`src/design/tat_ram.sv`:
```
module tat_ram #(
    parameter int WIDTH = 8,
    parameter int DEPTH = 16
) (
    input  logic                     clk,
    input  logic                     we,
    input  logic [$clog2(DEPTH)-1:0] waddr,
    input  logic [WIDTH-1:0]         wdata,
    input  logic [$clog2(DEPTH)-1:0] raddr,
    output logic [WIDTH-1:0]         rdata
);

    logic [WIDTH-1:0] mem [DEPTH];
    logic [WIDTH-1:0] rdata_reg;

    always_ff @(posedge clk)
    begin
        if (we)
        begin
            mem[waddr] <= wdata;
        end
        rdata_reg <= mem[raddr];
    end

    assign rdata = rdata_reg;

endmodule
```
`config.mk`:
```
export PLATFORM = sky130hd
export DESIGN_NAME = tat_ram
export DESIGN_NICKNAME = d
export VERILOG_FILES = /design/src/design/tat_ram.sv
export SDC_FILE = /design/constraint.sdc
export NUM_CORES = 1
export LEC_CHECK = 0
export BUFFER_PORTS_ARGS = -buffer_cell sky130_fd_sc_hd__buf_4
export CORE_MARGIN = 3
export CORE_UTILIZATION = 54
export CTS_CLUSTER_SIZE = 30
export DETAILED_ROUTE_END_ITERATION = 10
export GPL_TIMING_DRIVEN = 0
export PLACE_DENSITY = 0.73
export REMOVE_ABC_BUFFERS = 1
export SYNTH_ARGS = -nofsm -noshare
export SYNTH_HDL_FRONTEND = slang
export SYNTH_SLANG_ARGS = --single-unit
export TNS_END_PERCENT = 20
```
`constraint.sdc`:
```
create_clock -name clk -period 1.8 [get_ports clk]
set_clock_uncertainty 0.05 [all_clocks]
set_input_delay 0.27 -clock clk [delete_from_list [all_inputs] [get_ports clk]]
set_output_delay 0.27 -clock clk [all_outputs]
set_load 0.05 [all_outputs]
```
Word level (Yosys, flattened, before mapping)
Memories as Yosys holds them, arrays and structs flattened. A register that Yosys moved wholly into a read port is not among the register bits.
Index checks and enable logic that the tools add are counted.
W data, S select, Z words.
Word-level totals
  bits in registers: 0
  output and inout port bits: 8
  memories: 1
  memory bits (writable): 128
Cells by class
  multiplexer cells: 2
Memory list
  mem: depth 16, width 8, read ports 1, clocked after memory_dff 1, wr ports 1, RTL line 13  | logic [WIDTH-1:0] mem [DEPTH];
Operators by type and width (count)
  $mux W1: 2

Longest topological paths before layout
  depth in word-level cells: 2
  gate-level depth with buffers: 5
  mapped depth without buffers: 3

Least setup slack after synthesis
OpenSTA, ideal clock, no wires.
  path kind: input port to flip-flop
  from: in waddr[2]
  to: mem mem[0][0], enable pin
  setup time: 0.383 ns
  data arrival time: 1.380 ns
  data required time: 1.367 ns
  cell stages on the path: 2
  buffers on the path: 0
  setup slack: -0.013 ns
  cell sequence: or3b_2 > nor3_1
RTL lines
  start, declared: RTL line 7  | input logic [$clog2(DEPTH)-1:0] waddr,
  end, declared: RTL line 13
Straight into the memory's write port.

Final worst setup path
  from: in waddr[2]
  to: mem mem[2][0], enable pin
Straight into the memory's write port.

==> impl_metrics.csv <==
group,metric,value,unit
setup_path,cp-start-kind,"input pin",
cells_and_area,num-nets-final,288,
setup_path,rr_endpoint,"rdata[3]$_DFF_P_",
setup_path,arrival,1.61,ns
routing,drt_iter0_markers,268,
floorplanning,rows,34,
cts,cts_tree,"built",
cts,cts_setup_buffers,0,
routing,drtAntennaViolNets,0,
global_route,grt_pass1_wl,14.6,mm
hold_path,holdPathEnd,"mem[8][0]$_DFFE_PP_",
global_route,gr-usage-all-layers,19.4,%
sta,slew_viol_final,0,
routing,vias,2370,
yosys,synth_cell_types,19,
yosys,synth_seq_cells,136,
yosys,syn_area,0.00515,mm2
routing,wire_per_inst,23.3,um
yosys,syn_area_per_cell,22.5,um2
cts,clkLatencyLatePin,0.52,ns
outcome,status,"completed",
power_and_ir_drop,power.density,1200,mW/mm2
cells_and_area,largest_register_ffs,128,
cts,htreeDepth,4,
floorplanning,io_pins,26,
sta,post-route-period-util,84.5,%
floorplanning,core,0.00898,mm2
global_route,grt_pass1_vias,2458,
setup_path,cp.required,1.89,ns
sta,fin_crit,1.52,ns
routing,drt_pass1_iterations,5,
power_and_ir_drop,vdd_drop_max,0.774,mV
setup_path,critical_path_class,"input pin to flip-flop",
global_route,antenna_found_initial,0,
hold_path,min_from,"wdata[0]",
routing,via_per_inst,5.79,
hold_path,min_path_cells,1,
routing,drcViolationCount,0,
flow_run,maxCapViolCount,0,
sta,worstMarginPinSlew,0.909,ns
sta,max_freq,657,MHz
cells_and_area,postLayoutCoreUtil,67.4,%
place,dpl_cell_area,0.00542,mm2
cells_and_area,drive_gt1_share,27.9,%
yosys,synth_warnings,0,
sta,max-slew-margin-rel,39.2,%
yosys,syn-instance-count,229,
cells_and_area,antenna_cells,0,
sta,setup_violations,0,
yosys,seq_area_frac_synth,77.8,%
cells_and_area,nFillCells,576,
place,pre_cts_ws,-0.634,ns
floorplanning,start_util,57.3,%
cts,clock_sinks,136,
sta,fin_ws,0.279,ns
place,port_buffers,25,
cells_and_area,syn_to_final_growth,17.5,%
power_and_ir_drop,p_total,0.00724,W
routing,drt_wl_total,9.51,mm
global_route,grt_max_degree,33,
setup_path,r2r_start,"mem[1][3]$_DFFE_PP_",
place,place.gp.congestion,0.699,
global_route,grt_overflow,0,
sta,hold_viol_final,0,
cells_and_area,stdcell_area,0.00605,mm2
setup_path,end_kind,"flip-flop",
floorplanning,fp.dieW,104,um
hold_path,hold_class,"input pin to flip-flop",
floorplanning,die_y,104,um
cts,cts_made_buffers,17,
floorplanning,die_area,0.0107,mm2
cts,clockBufferDepth,2,
power_and_ir_drop,cellLeakagePower,2.01,nW
setup_path,rr_worst_depth,3,
place,dpl.hpwl,5.53,mm
cts,cts_root_buf,"clkbuf_8",
sta,rsz0062_at_grt,"false",
cts,clk_pin_slew_worst_paths,0.06,ns
setup_path,reg2reg_slack,0.32,ns
setup_path,crit_fanout,8,
==> where the power goes <==
group          internal (W)  switching [W]
registers           0.00354      0.0000188
logic              0.000157       0.000254
clock network       0.00198        0.00129
total               0.00567        0.00157
==> per-stage QoR <==
step                std cells  hold WS [ns]  setup TNS, ns
floorplan                 219         0.319         -0.103
global placement          370         0.522         -20.06
detailed placement        371         0.535         -15.93
CTS                       408       0.00127              0
global route              409       0.00752              0
finish                    409        0.0196              0
==> how the worst max path moves through the flow <==
| stage | startpoint | depth (start not counted) | to | slack [ns] |
|---|---|---|---|---|
| 2_1_floorplan | waddr[2] | 2 | mem[0][0]$_DFFE_PP_ | -0.01 |
| 3_3_place_gp | waddr[2] | 3 | mem[0][2]$_DFFE_PP_ | -0.64 |
| 3_5_place_dp | waddr[2] | 3 | mem[0][2]$_DFFE_PP_ | -0.63 |
| 4_1_cts | we | 3 | mem[12][3]$_DFFE_PP_ | 0.22 |
| 5_1_grt | raddr[0] | 4 | rdata[2]$_DFF_P_ | 0.22 |
| 6_report | waddr[2] | 3 | mem[2][0]$_DFFE_PP_ | 0.28 |
==> what timing repair did <==
item                                    4_1_cts  5_1_grt
hold buffers                                  5        0
resized for setup                             1        0
endpoints found under the setup margin        8        0
hold endpoints to repair                     66        0
==> worst max-delay path: stages <==
cell and delay (ns):
buf_4 0.12, or3b_2 0.52, nor2_1 0.70
==> logic make-up (layout without fill, tap and decap cells) <==
logic type	count (synthesis)	after routing	synth area share (%)
buffers and inverters	10	64	1.68
AO/OA/AOI/OAI	16	16	2.33
AND/OR/NAND/NOR	35	35	3.18
multiplexers	32	32	15.0
flip-flops	136	136	77.8
==> area by class of cell <==
type / count / area [um2] / share of cell area (%)
clock buffers: 18 / 418 / 6.91
repair buffers: 32 / 250 / 4.14
well taps: 126 / 158 / 2.61
flip-flops and latches: 136 / 4000 / 66.2
multi-input cells: 83 / 1070 / 17.6
clock inverters: 14 / 151 / 2.50
==> synth_stat cells <==
cell	count	area, um2
clkdlybuf4s25_2	3	30.0
dfxtp_1	8	160
nand3_1	1	5.00
nand2b_1	2	12.5
buf_6	3	33.8
mux4_2	18	405
buf_2	3	15.0
nor2b_1	1	6.26
nand2_1	9	33.8
mux4_1	14	368
nand3b_1	2	15.0
edfxtp_1	128	3840
nor3_1	4	20.0
nor2_1	13	48.8
and2_1	1	6.26
and2b_1	1	7.51
or3b_2	1	8.76
a22oi_1	16	120
buf_4	1	7.51
==> routing by layer <==
metal  vias to the layer above  part of all wire, %  global-route usage [%]
met3                        15                  5.8                    5.85
met4                         0                  1.8                    8.45
met1                      1211                   41                    24.9
met2                        88                   51                    31.0
met5                         -                    0                       0
li1                       1056                    -                       -
==> cells in the final DEF (no fill, tap or decap) <==
cell,netlist,layout
a22oi_1,16,16
and2_1,1,1
and2b_1,1,1
buf_2,3,1
buf_4,1,26
bufinv_16,0,2
clkbuf_1,0,1
clkbuf_16,0,16
clkbuf_8,0,1
clkinv_2,0,2
clkinv_4,0,3
clkinvlp_4,0,5
dfxtp_1,8,8
dlygate4sd3_1,0,5
edfxtp_1,128,128
inv_6,0,2
mux4_1,14,14
mux4_2,18,18
nand2_1,9,9
nand2b_1,2,2
nand3_1,1,1
nand3b_1,2,2
nor2_1,13,13
nor2b_1,1,1
nor3_1,4,2
nor3_2,0,2
or3b_2,1,1
No activity file was read; power rests on OpenSTA's default activity.
